===== src/hdl/skgc_pkg.sv =====
package skgc_pkg;

    localparam int FRAC_BITS    = 8;
    localparam int ONE          = 1 << FRAC_BITS;

    localparam int LVL_W        = 16;
    localparam int THR_W        = 16;
    localparam int RAT_W        = 15;
    localparam int KNEE_W       = 13;
    localparam int MKP_W        = 15;
    localparam int GAIN_W       = 16;

    localparam int RATIO_RESET  = 512;

    localparam int CFG_IDX_W    = 2;
    localparam int CFG_DATA_W   = 16;

    localparam int REFF_W       = (FRAC_BITS + 1 > RAT_W) ? FRAC_BITS + 1 : RAT_W;
    localparam int DIFF_W       = LVL_W + 2;
    localparam int DK_W         = KNEE_W + 1;
    localparam int XT_W         = LVL_W;
    localparam int SQ_W         = (2 * DK_W > XT_W) ? 2 * DK_W : XT_W;
    localparam int NUM_W        = SQ_W + REFF_W;
    localparam int DEN_W        = KNEE_W + REFF_W + 2;
    localparam int Q_W          = LVL_W;
    localparam int REM_W        = NUM_W + 1;
    localparam int CMP_W        = ((REM_W > DEN_W + Q_W) ? REM_W : DEN_W + Q_W) + 1;
    localparam int SUM_W        = GAIN_W + 2;

    localparam int GAIN_MAX     = (1 << (GAIN_W - 1)) - 1;
    localparam int GAIN_MIN     = -(1 << (GAIN_W - 1));

    typedef enum logic [CFG_IDX_W-1:0] {
        CFG_THRESHOLD,
        CFG_RATIO,
        CFG_KNEE,
        CFG_MAKEUP
    } t_cfg_idx;

    typedef struct packed {
        logic [THR_W-1:0]  threshold;
        logic [KNEE_W-1:0] knee;
        logic [REFF_W-1:0] ratio;
        logic [REFF_W-1:0] ratio_m1;
    } t_cfg;

    typedef struct packed {
        logic             zero;
        logic [NUM_W-1:0] num;
        logic [DEN_W-1:0] den;
    } t_div_req;

endpackage


===== src/hdl/skgc_front.sv =====
module skgc_front
    import skgc_pkg::*;
(
    input  logic             i_clk,
    input  logic             i_rst_n,
    input  t_cfg             i_cfg,
    input  logic             i_valid,
    output logic             o_ready,
    input  logic [LVL_W-1:0] i_level_db,
    output logic             o_valid,
    input  logic             i_ready,
    output t_div_req         o_req
);

    logic                     en_a;
    logic                     en_b;
    logic                     en_c;

    logic signed [DIFF_W-1:0] xt_full;
    logic signed [DIFF_W-1:0] d_full;
    logic signed [DIFF_W-1:0] knee_s;
    logic [KNEE_W+REFF_W-1:0] kr;
    logic [2*DK_W-1:0]        dd;

    logic                     r_a_v;
    logic                     r_a_below;
    logic                     r_a_knee;
    logic [DK_W-1:0]          r_a_d;
    logic [XT_W-1:0]          r_a_xt;
    logic [DEN_W-1:0]         r_a_kr4;

    logic                     r_b_v;
    logic                     r_b_zero;
    logic [SQ_W-1:0]          r_b_sq;
    logic [DEN_W-1:0]         r_b_den;

    logic                     r_c_v;
    t_div_req                 r_c_req;

    assign en_c    = !r_c_v || i_ready;
    assign en_b    = !r_b_v || en_c;
    assign en_a    = !r_a_v || en_b;
    assign o_ready = en_a;
    assign o_valid = r_c_v;
    assign o_req   = r_c_req;

    always_comb begin
        knee_s  = $signed({{(DIFF_W-KNEE_W){1'b0}}, i_cfg.knee});
        xt_full = $signed({{(DIFF_W-LVL_W){i_level_db[LVL_W-1]}}, i_level_db})
                - $signed({{(DIFF_W-THR_W){i_cfg.threshold[THR_W-1]}}, i_cfg.threshold});
        d_full  = xt_full + knee_s;
        kr      = i_cfg.knee * i_cfg.ratio;
        dd      = r_a_d * r_a_d;
    end

    always_ff @(posedge i_clk) begin
        if (!i_rst_n) begin
            r_a_v <= 1'b0;
            r_b_v <= 1'b0;
            r_c_v <= 1'b0;
        end else begin
            if (en_a) r_a_v <= i_valid;
            if (en_b) r_b_v <= r_a_v;
            if (en_c) r_c_v <= r_b_v;
        end
    end

    always_ff @(posedge i_clk) begin
        if (en_a) begin
            r_a_below <= d_full[DIFF_W-1];
            r_a_knee  <= xt_full < knee_s;
            r_a_d     <= d_full[DK_W-1:0];
            r_a_xt    <= xt_full[XT_W-1:0];
            r_a_kr4   <= {kr, 2'b00};
        end
        if (en_b) begin
            r_b_zero <= r_a_below;
            r_b_sq   <= r_a_knee ? SQ_W'(dd) : SQ_W'(r_a_xt);
            r_b_den  <= r_a_knee ? r_a_kr4 : DEN_W'(i_cfg.ratio);
        end
        if (en_c) begin
            r_c_req.zero <= r_b_zero;
            r_c_req.num  <= r_b_sq * i_cfg.ratio_m1;
            r_c_req.den  <= r_b_den;
        end
    end

endmodule


===== src/hdl/skgc_div.sv =====
module skgc_div
    import skgc_pkg::*;
(
    input  logic           i_clk,
    input  logic           i_rst_n,
    input  logic           i_valid,
    output logic           o_ready,
    input  t_div_req       i_req,
    output logic           o_valid,
    input  logic           i_ready,
    output logic           o_zero,
    output logic [Q_W-1:0] o_quot
);

    logic [Q_W:0]     en;
    logic [Q_W:0]     r_v;
    logic [REM_W-1:0] r_rem  [Q_W+1];
    logic [Q_W-1:0]   r_q    [Q_W+1];
    logic [DEN_W-1:0] r_den  [Q_W+1];
    logic             r_zero [Q_W+1];

    always_comb begin
        en[Q_W] = !r_v[Q_W] || i_ready;
        for (int j = Q_W - 1; j >= 0; j--) begin
            en[j] = !r_v[j] || en[j+1];
        end
    end

    assign o_ready = en[0];
    assign o_valid = r_v[Q_W];
    assign o_zero  = r_zero[Q_W];
    assign o_quot  = r_q[Q_W];

    always_ff @(posedge i_clk) begin
        if (!i_rst_n) begin
            r_v[0] <= 1'b0;
        end else if (en[0]) begin
            r_v[0] <= i_valid;
        end
    end

    always_ff @(posedge i_clk) begin
        if (en[0]) begin
            r_rem[0]  <= REM_W'(i_req.num) + REM_W'(i_req.den >> 1);
            r_q[0]    <= '0;
            r_den[0]  <= i_req.den;
            r_zero[0] <= i_req.zero;
        end
    end

    for (genvar j = 1; j <= Q_W; j++) begin : g_bit
        localparam int BIT = Q_W - j;

        logic [CMP_W-1:0] dsh;
        logic [CMP_W-1:0] rem_ext;
        logic             ge;

        assign dsh     = CMP_W'(r_den[j-1]) << BIT;
        assign rem_ext = CMP_W'(r_rem[j-1]);
        assign ge      = rem_ext >= dsh;

        always_ff @(posedge i_clk) begin
            if (!i_rst_n) begin
                r_v[j] <= 1'b0;
            end else if (en[j]) begin
                r_v[j] <= r_v[j-1];
            end
        end

        always_ff @(posedge i_clk) begin
            if (en[j]) begin
                r_rem[j]  <= ge ? REM_W'(rem_ext - dsh) : r_rem[j-1];
                r_q[j]    <= ge ? (r_q[j-1] | (Q_W'(1) << BIT)) : r_q[j-1];
                r_den[j]  <= r_den[j-1];
                r_zero[j] <= r_zero[j-1];
            end
        end
    end

endmodule


===== src/hdl/soft_knee_gain_computer_unit.sv =====
// Soft-knee compressor gain computer.
// Input channel: i_valid / o_ready carry one detected level (i_level_db,
// signed dB with FRAC_BITS fraction bits). Output channel: o_valid / i_ready
// carry one gain (o_gain_db, same format, makeup added, saturated to 16 bits).
// Configuration: i_cfg_valid / o_cfg_ready write i_cfg_data to the register
// named by i_cfg_index (threshold, ratio, knee half-width, makeup). The port
// is always ready; write only while no request is in flight.
// Pipeline from input acceptance to output valid: offset/product, square and
// numerator registers, a rounding-bias register, sixteen restoring division
// stages (one quotient bit per stage), and a saturation/output register.
// Throughput: one request per cycle while the receiver does not stall; the divider is fully pipelined.
// Reset clears all pipeline valid bits and loads the register defaults
// (threshold 0, ratio 2.0, hard knee, no makeup).
// When the receiver stalls, each stage holds; empty stages keep filling, so
// the input keeps accepting until the pipeline is full, then o_ready drops.
module soft_knee_gain_computer_unit
    import skgc_pkg::*;
(
    input  logic                  i_clk,
    input  logic                  i_rst_n,
    input  logic                  i_valid,
    output logic                  o_ready,
    input  logic [LVL_W-1:0]      i_level_db,
    output logic                  o_valid,
    input  logic                  i_ready,
    output logic [GAIN_W-1:0]     o_gain_db,
    input  logic                  i_cfg_valid,
    output logic                  o_cfg_ready,
    input  logic [CFG_IDX_W-1:0]  i_cfg_index,
    input  logic [CFG_DATA_W-1:0] i_cfg_data
);

    logic [THR_W-1:0]        r_threshold;
    logic [RAT_W-1:0]        r_ratio;
    logic [KNEE_W-1:0]       r_knee;
    logic [MKP_W-1:0]        r_makeup;

    t_cfg                    cfg;
    t_div_req                req;
    logic                    req_valid;
    logic                    req_ready;
    logic                    div_valid;
    logic                    div_ready;
    logic                    div_zero;
    logic [Q_W-1:0]          div_quot;

    logic signed [SUM_W-1:0] sum;
    logic [GAIN_W-1:0]       sat;
    logic                    en_out;
    logic                    r_out_v;
    logic [GAIN_W-1:0]       r_gain;

    assign o_cfg_ready = 1'b1;

    always_ff @(posedge i_clk) begin
        if (!i_rst_n) begin
            r_threshold <= '0;
            r_ratio     <= RAT_W'(RATIO_RESET);
            r_knee      <= '0;
            r_makeup    <= '0;
        end else if (i_cfg_valid) begin
            unique case (t_cfg_idx'(i_cfg_index))
                CFG_THRESHOLD: r_threshold <= i_cfg_data[THR_W-1:0];
                CFG_RATIO:     r_ratio     <= i_cfg_data[RAT_W-1:0];
                CFG_KNEE:      r_knee      <= i_cfg_data[KNEE_W-1:0];
                CFG_MAKEUP:    r_makeup    <= i_cfg_data[MKP_W-1:0];
            endcase
        end
    end

    always_comb begin
        cfg.threshold = r_threshold;
        cfg.knee      = r_knee;
        cfg.ratio     = (REFF_W'(r_ratio) < REFF_W'(ONE)) ? REFF_W'(ONE) : REFF_W'(r_ratio);
        cfg.ratio_m1  = cfg.ratio - REFF_W'(ONE);
    end

    skgc_front u_front (
        .i_clk      (i_clk),
        .i_rst_n    (i_rst_n),
        .i_cfg      (cfg),
        .i_valid    (i_valid),
        .o_ready    (o_ready),
        .i_level_db (i_level_db),
        .o_valid    (req_valid),
        .i_ready    (req_ready),
        .o_req      (req)
    );

    skgc_div u_div (
        .i_clk   (i_clk),
        .i_rst_n (i_rst_n),
        .i_valid (req_valid),
        .o_ready (req_ready),
        .i_req   (req),
        .o_valid (div_valid),
        .i_ready (div_ready),
        .o_zero  (div_zero),
        .o_quot  (div_quot)
    );

    always_comb begin
        sum = $signed({{(SUM_W-MKP_W){r_makeup[MKP_W-1]}}, r_makeup})
            - (div_zero ? SUM_W'(0) : $signed({{(SUM_W-Q_W){1'b0}}, div_quot}));
        if (sum > SUM_W'(GAIN_MAX)) begin
            sat = GAIN_W'(GAIN_MAX);
        end else if (sum < SUM_W'(GAIN_MIN)) begin
            sat = GAIN_W'(GAIN_MIN);
        end else begin
            sat = sum[GAIN_W-1:0];
        end
    end

    assign en_out    = !r_out_v || i_ready;
    assign div_ready = en_out;
    assign o_valid   = r_out_v;
    assign o_gain_db = r_gain;

    always_ff @(posedge i_clk) begin
        if (!i_rst_n) begin
            r_out_v <= 1'b0;
        end else if (en_out) begin
            r_out_v <= div_valid;
        end
    end

    always_ff @(posedge i_clk) begin
        if (en_out) begin
            r_gain <= sat;
        end
    end

endmodule


===== config.mk =====
export PLATFORM = sky130hd
export DESIGN_NAME = soft_knee_gain_computer_unit
export DESIGN_NICKNAME = d
export VERILOG_FILES = /design/src/hdl/skgc_pkg.sv /design/src/hdl/skgc_front.sv /design/src/hdl/skgc_div.sv /design/src/hdl/soft_knee_gain_computer_unit.sv
export SDC_FILE = /design/constraint.sdc
export NUM_CORES = 2
export LEC_CHECK = 0
export ABC_AREA = 1
export BUFFER_PORTS_ARGS = -buffer_cell sky130_fd_sc_hd__clkbuf_2
export CORE_ASPECT_RATIO = 2
export CORE_MARGIN = 1
export CORE_UTILIZATION = 40
export DETAILED_ROUTE_END_ITERATION = 8
export SLEW_MARGIN = 5
export SYNTH_ARGS = -nofsm -noshare
export SYNTH_HDL_FRONTEND = slang
export SYNTH_SLANG_ARGS = --single-unit

===== constraint.sdc =====
create_clock -name i_clk -period 14.16 [get_ports i_clk]
set_input_delay 0.708 -clock i_clk [delete_from_list [all_inputs] [get_ports i_clk]]
set_output_delay 0.708 -clock i_clk [all_outputs]
set_load 0.02 [all_outputs]

# Word-level counts from Yosys, hierarchy flattened
# Memories as Yosys holds them, arrays and structs flattened.
# Cells that the tools add are included.
# word_totals
reg_bits,289
latch_bits,0
mem_bits_rw,1547
mem_bits_ro,0
input_bits,39
out_inout_bits,19
wordCells,209
n_memories,4
# classes
add_sub_neg,21
n_mul,3
n_div,0
order_cmp,20
n_eq_ne,3
shift,0
mux,71
bitwise_logic,0
reduce_logical,47
# mem_list
name,words,width,read_ports,rd_ports_with_merged_regs,wr,line,source
u_div.r_rem,17,44,16,0,17,skgc_div.sv:17,logic [REM_W-1:0] r_rem [Q_W+1];
u_div.r_den,17,30,16,0,17,skgc_div.sv:19,logic [DEN_W-1:0] r_den [Q_W+1];
u_div.r_q,17,16,17,0,17,skgc_div.sv:18,logic [Q_W-1:0] r_q [Q_W+1];
u_div.r_zero,17,1,17,0,17,skgc_div.sv:20,logic r_zero [Q_W+1];
# ops
operator,n
44-bit two-way mux,16
44-bit subtractor,2
16-bit two-way mux,4
44-bit by 45-bit greater-or-equal comparator with 1-bit output,1
15-bit two-way mux,3
43-bit by 29-bit adder with 44-bit output,1
44-bit by 30-bit greater-or-equal comparator with 1-bit output,1
44-bit by 31-bit greater-or-equal comparator with 1-bit output,1
44-bit by 32-bit greater-or-equal comparator with 1-bit output,1
44-bit by 33-bit greater-or-equal comparator with 1-bit output,1
44-bit by 34-bit greater-or-equal comparator with 1-bit output,1
44-bit by 35-bit greater-or-equal comparator with 1-bit output,1
44-bit by 36-bit greater-or-equal comparator with 1-bit output,1
44-bit by 37-bit greater-or-equal comparator with 1-bit output,1
44-bit by 38-bit greater-or-equal comparator with 1-bit output,1
44-bit by 39-bit greater-or-equal comparator with 1-bit output,1
44-bit by 40-bit greater-or-equal comparator with 1-bit output,1
44-bit by 41-bit greater-or-equal comparator with 1-bit output,1
44-bit by 42-bit greater-or-equal comparator with 1-bit output,1
44-bit by 43-bit greater-or-equal comparator with 1-bit output,1
44-bit greater-or-equal comparator,1
44-bit by 30-bit subtractor with 44-bit output,1
44-bit by 31-bit subtractor with 44-bit output,1
44-bit by 32-bit subtractor with 44-bit output,1
42 further kinds,120

# Logic depth before layout (Yosys ltp)
# logic_depth
ltp_word,22
ltp_mapped,38
ltp_nobuf,35

# Cells and area by module
# A second synthesis with hierarchy kept.
# hier_totals
cells_unflattened,14082
area_unflattened_um2,120713.3
# by_module_without_submodules
mod,n_inst,cells_each,area_each_um2,seq_area_each_um2
skgc_div,1,9263,81957.4,40488.8
skgc_front,1,4271,34788.4,5855.6
soft_knee_gain_computer_unit,1,548,3967.6,1681.6

# Least setup slack after synthesis
# Ideal clock, no wire load.
# synth_timing
path_type,input to register
startpoint,input i_ready
endpoint,"memory u_div.r_den[0][30] (netlist bit), enable pin"
setup_ns,0.590
arrival_time_ns,10.386
required_time_ns,13.570
setup_slack_ns,3.184
cell_stages,12
n_path_buf,0
cell_sequence,inv_1 > nand3_2 > nor2_2 > nand4_2 > nor2_4 > nand4_2 > nor2_2 > nand4_2 > nor2_4 > nand2_1 > nor2_1 > inv_1
# synth_rtl
item,line,source
from (decl),soft_knee_gain_computer_unit.sv:25,"input logic i_ready,"
to (decl),skgc_div.sv:19,

# Worst setup path in the final report
# layout_timing
startpoint,register r_ratio[11]
endpoint,register u_front.r_c_req (netlist bit u_front.o_req[72]) (data pin)
# layout_between
elab_chain_cells,4
# layout_lines
item,line,source
from (decl),soft_knee_gain_computer_unit.sv:34,logic [RAT_W-1:0] r_ratio;
from (signal assigned),soft_knee_gain_computer_unit.sv:58,r_ratio <= RAT_W'(RATIO_RESET);
from (signal assigned),soft_knee_gain_computer_unit.sv:64,CFG_RATIO: r_ratio <= i_cfg_data[RAT_W-1:0];
15-bit by 9-bit < comparator with 1-bit output,soft_knee_gain_computer_unit.sv:74,cfg.ratio = (REFF_W'(r_ratio) < REFF_W'(ONE)) ? REFF_W'(ONE) : REFF_W'(r_ratio);
15-bit two-way mux *,soft_knee_gain_computer_unit.sv:74,
15-bit by 9-bit subtractor with 15-bit output *,soft_knee_gain_computer_unit.sv:75,cfg.ratio_m1 = cfg.ratio - REFF_W'(ONE);
28-bit by 15-bit multiplier with 43-bit output *,skgc_front.sv:83,r_c_req.num <= r_b_sq * i_cfg.ratio_m1;
to (decl),skgc_front.sv:38,t_div_req r_c_req;
# Every way passes the cells marked *; elsewhere a longest branch is shown, timed or not.
# A chain may end at the register's enable or synchronous reset.

==> metrics.txt <==
sink count of the clock tree 1626; estimated wirelength of the detail-placed design 371 mm; ANT nets after route 0; total of flip-flops plus latches after synthesis 1626; total area of multi-input combinational cells 57800 µm²; standard cell core area 286000 µm²; end of the worst register-to-register path u_front.o_req[72]; wire length of the first global-routing pass 630 mm; remaining routing DRC violations 0; average wire per standard cell 26.9 µm; fraction of layout cells with a size suffix above 1 5.01%; Gate Count Post-Synth 12.5k; dominant synthesized flop cell edfxtp_1; class of the tightest hold or removal check in2reg; Required @ worst endpoint 14.79 ns; root buffer selected by CTS clkbuf_16; number of buffers added to fix hold violations after cts 0; global route overflow 0; Ys Warns 0; First-pass DRT Iterations 8; number of unique standard cell types used by synthesis 81; endpoints failing hold 0; overall track demand over capacity in global routing 30.7%; Vias/cell 5.40; area overhead of the layout relative to synthesis 9.02%; gpl congestion 1.06; most area-consuming cells after synthesis edfxtp_1, fa_1, ha_1; post-detailed-routing wire length 446 mm; depth of the CTS H-tree 4; final slew viol count 3; clock insertion delay at the later pin of the skew report 0.91 ns; Layout Skew 0.115 ns; critical path arrival 10.25 ns; Hold Path End r_threshold[15]; worst hold path depth 3; DIE AREA 290000 µm²; Sequential Area 48000 µm²; shortest period the worst path allows 9.62 ns; crit path launch r_ratio[11]; effective utilization at floorplan 40.2%; r2r setup slk 4.54 ns; number of global-route vias before repair 96.6k; launching point of the worst reg2reg path r_ratio[11]; routed vias 89.5k; sequential-to-total area share from yosys stat 41.8%; critical setup path kind reg2reg; total negative slack 0 ns; proportion of netlist area held by the largest area contributor 40.4%; result of the run finished with violations; setup bufs post-CTS 0; post-CTS sizing 0; number of violations of the max-capacitance limit 2; kind of capture point of the worst setup path flop; post-route worst hold slack 0.129 ns; Syn Nets 14.0k; DR iter-0 viols 4817; Site Rows 278; critical path's largest stage delay 0.79 ns; Worst Min Path Start i_cfg_data[15]; average cell area after synthesis 9.21 µm²; y dimension of the die 760 µm; count of endpoints failing setup in the final report 0; boundary pin count 58; violated checks max-capacitance violations, max-slew violations; share of synthesized registers carrying an async set or reset 0%; largest fanout of any net on the critical path 29; number of port buffers 56; cell taking the most area after synthesis edfxtp_1; Max Clk Rate 104 MHz; clock slew at reported path FFs 0.07 ns; most common cell in the synthesized netlist nand2_1; part of the cycle the worst path needs 67.9%; largest net degree at the start of global routing 81; unrepaired setup endpoints after global routing false; width of the die 381 µm; Nets 14.1k; startpoint types flop; CTS max path bufs 4; initial antenna violation count 36; total of fill cells in the finished design 28.5k; headroom to the max-slew limit -2.07%; clock tree from TritonCTS built; cell types with the highest counts after synthesis nand2_1, inv_1, edfxtp_1, nor2_1, a21oi_1; number of clock buffers inserted by TritonCTS 168; transition time at the pin with the least slew margin 1.52 ns; critical path's slowest cell clkinv_1; number of cell instances on the worst register-to-register path 31; number of enable-type register cells in the synthesized netlist 1546; mapped cell area 115000 µm²
-- layer usage --
metal	share of wire, %	wire length (µm)	global-route usage (%)	vias to the layer above
li1	-	-	-	41500
met5	0.017	74	0	-
met4	16	71500	40.3	12
met3	3.7	16600	4.95	2018
met1	23	103000	19.2	43200
met2	57	255000	62.2	2826
-- cells in the final DEF (no fill, tap or decap), types with 13 or more instances in the layout --
cell and count:
nor2_1 1062, clkinvlp_4 13, inv_2 25, or2_2 41
nor4_1 72, inv_1 2159, o21ai_2 58, o21bai_1 28
o221ai_1 16, a21oi_2 23, ha_1 836, xnor2_1 317
nand4_1 107, clkbuf_2 56, nor3_1 102, a21oi_1 847
o21a_1 60, fa_1 615, o211ai_1 32, o21ai_0 701
a31oi_1 107, o31ai_1 14, nand3b_1 14, a21boi_0 27
o21ai_1 159, dfxtp_1 80, edfxtp_1 1546, clkbuf_16 174
xor2_1 293, buf_4 97, a211oi_1 13, clkinv_2 26
nand2_1 2423, clkbuf_1 22, a21o_1 51, diode_2 76
clkinv_1 40, a221oi_1 14, nand3_1 252
-- stage by stage --
stage | instance area [µm²] | std cells | util (%) | setup slack (ns)
global route | 125000 | 16500 | 43.8 | 4.06
detailed placement | 120000 | 16200 | 41.8 | 4.59
CTS | 125000 | 16500 | 43.7 | 4.54
floorplan | 115000 | 12500 | - | 3.18
global placement | 120000 | 16200 | 41.8 | 4.62
finish | 125000 | 16600 | 43.8 | 4.54
-- cells by family (layout without fill, tap and decap cells) --
| group | after synthesis | count (layout) | share of synthesized area (%) |
|---|---|---|---|
| and+or+nand+nor | 4164 | 4164 | 14.8 |
| buffers and inverters | 2426 | 2647 | 8.18 |
| other | 1 | 77 | 0.00326 |
| DFF | 1626 | 1626 | 41.8 |
| adders and majority gates | 1451 | 1451 | 19.8 |
| xor gates and xnor gates | 610 | 610 | 4.65 |
| AOI/OAI and AO/OA | 2210 | 2210 | 10.8 |
-- sequential cells by signal (all words and copies together), names as in the netlist, 13 cells and up --
| register | flops |
|---|---|
| o_gain_db | 16 |
| r_knee | 13 |
| r_makeup | 15 |
| r_ratio | 15 |
| r_threshold | 16 |
| u_div.r_den | 480 |
| u_div.r_q | 136 |
| u_div.r_rem | 704 |
| u_div.r_v | 16 |
| u_div.r_zero | 17 |
| u_front.o_req | 74 |
| u_front.r_a_d | 14 |
| u_front.r_a_kr4 | 28 |
| u_front.r_a_xt | 16 |
| u_front.r_b_den | 30 |
| u_front.r_b_sq | 28 |
-- how the worst max path moves through the flow --
stage,to
finish,u_front.o_req[72]
global route,u_front.o_req[72]
CTS,u_front.o_req[72]
detailed placement,u_front.o_req[72]
global placement,u_front.o_req[72]
floorplan,u_div.r_den[0][30]
-- critical path: cells and delay by family, from the launching register on --
kind | cells | cell delay, ns
flops | 1 | 0.76
compound gates | 5 | 1.32
fa+ha+maj | 8 | 4.03
xor+xnor | 1 | 0.14
simple gates | 9 | 1.36
buf+inv | 8 | 1.70
-- area by class of cell --
cell class,instances,area share [%]
Multi-Input combinational cell,8436,46.1
Sequential cell,1626,38.3
Inverter,2202,6.60
Tap cell,3780,3.77
Clock buffer,195,3.52
Timing Repair Buffer,157,0.869
Clock inverter,93,0.683
Antenna cell,76,0.152
Power is not shown: default switching activity piles up to over one toggle a cycle in this logic, so the estimate is an artifact.
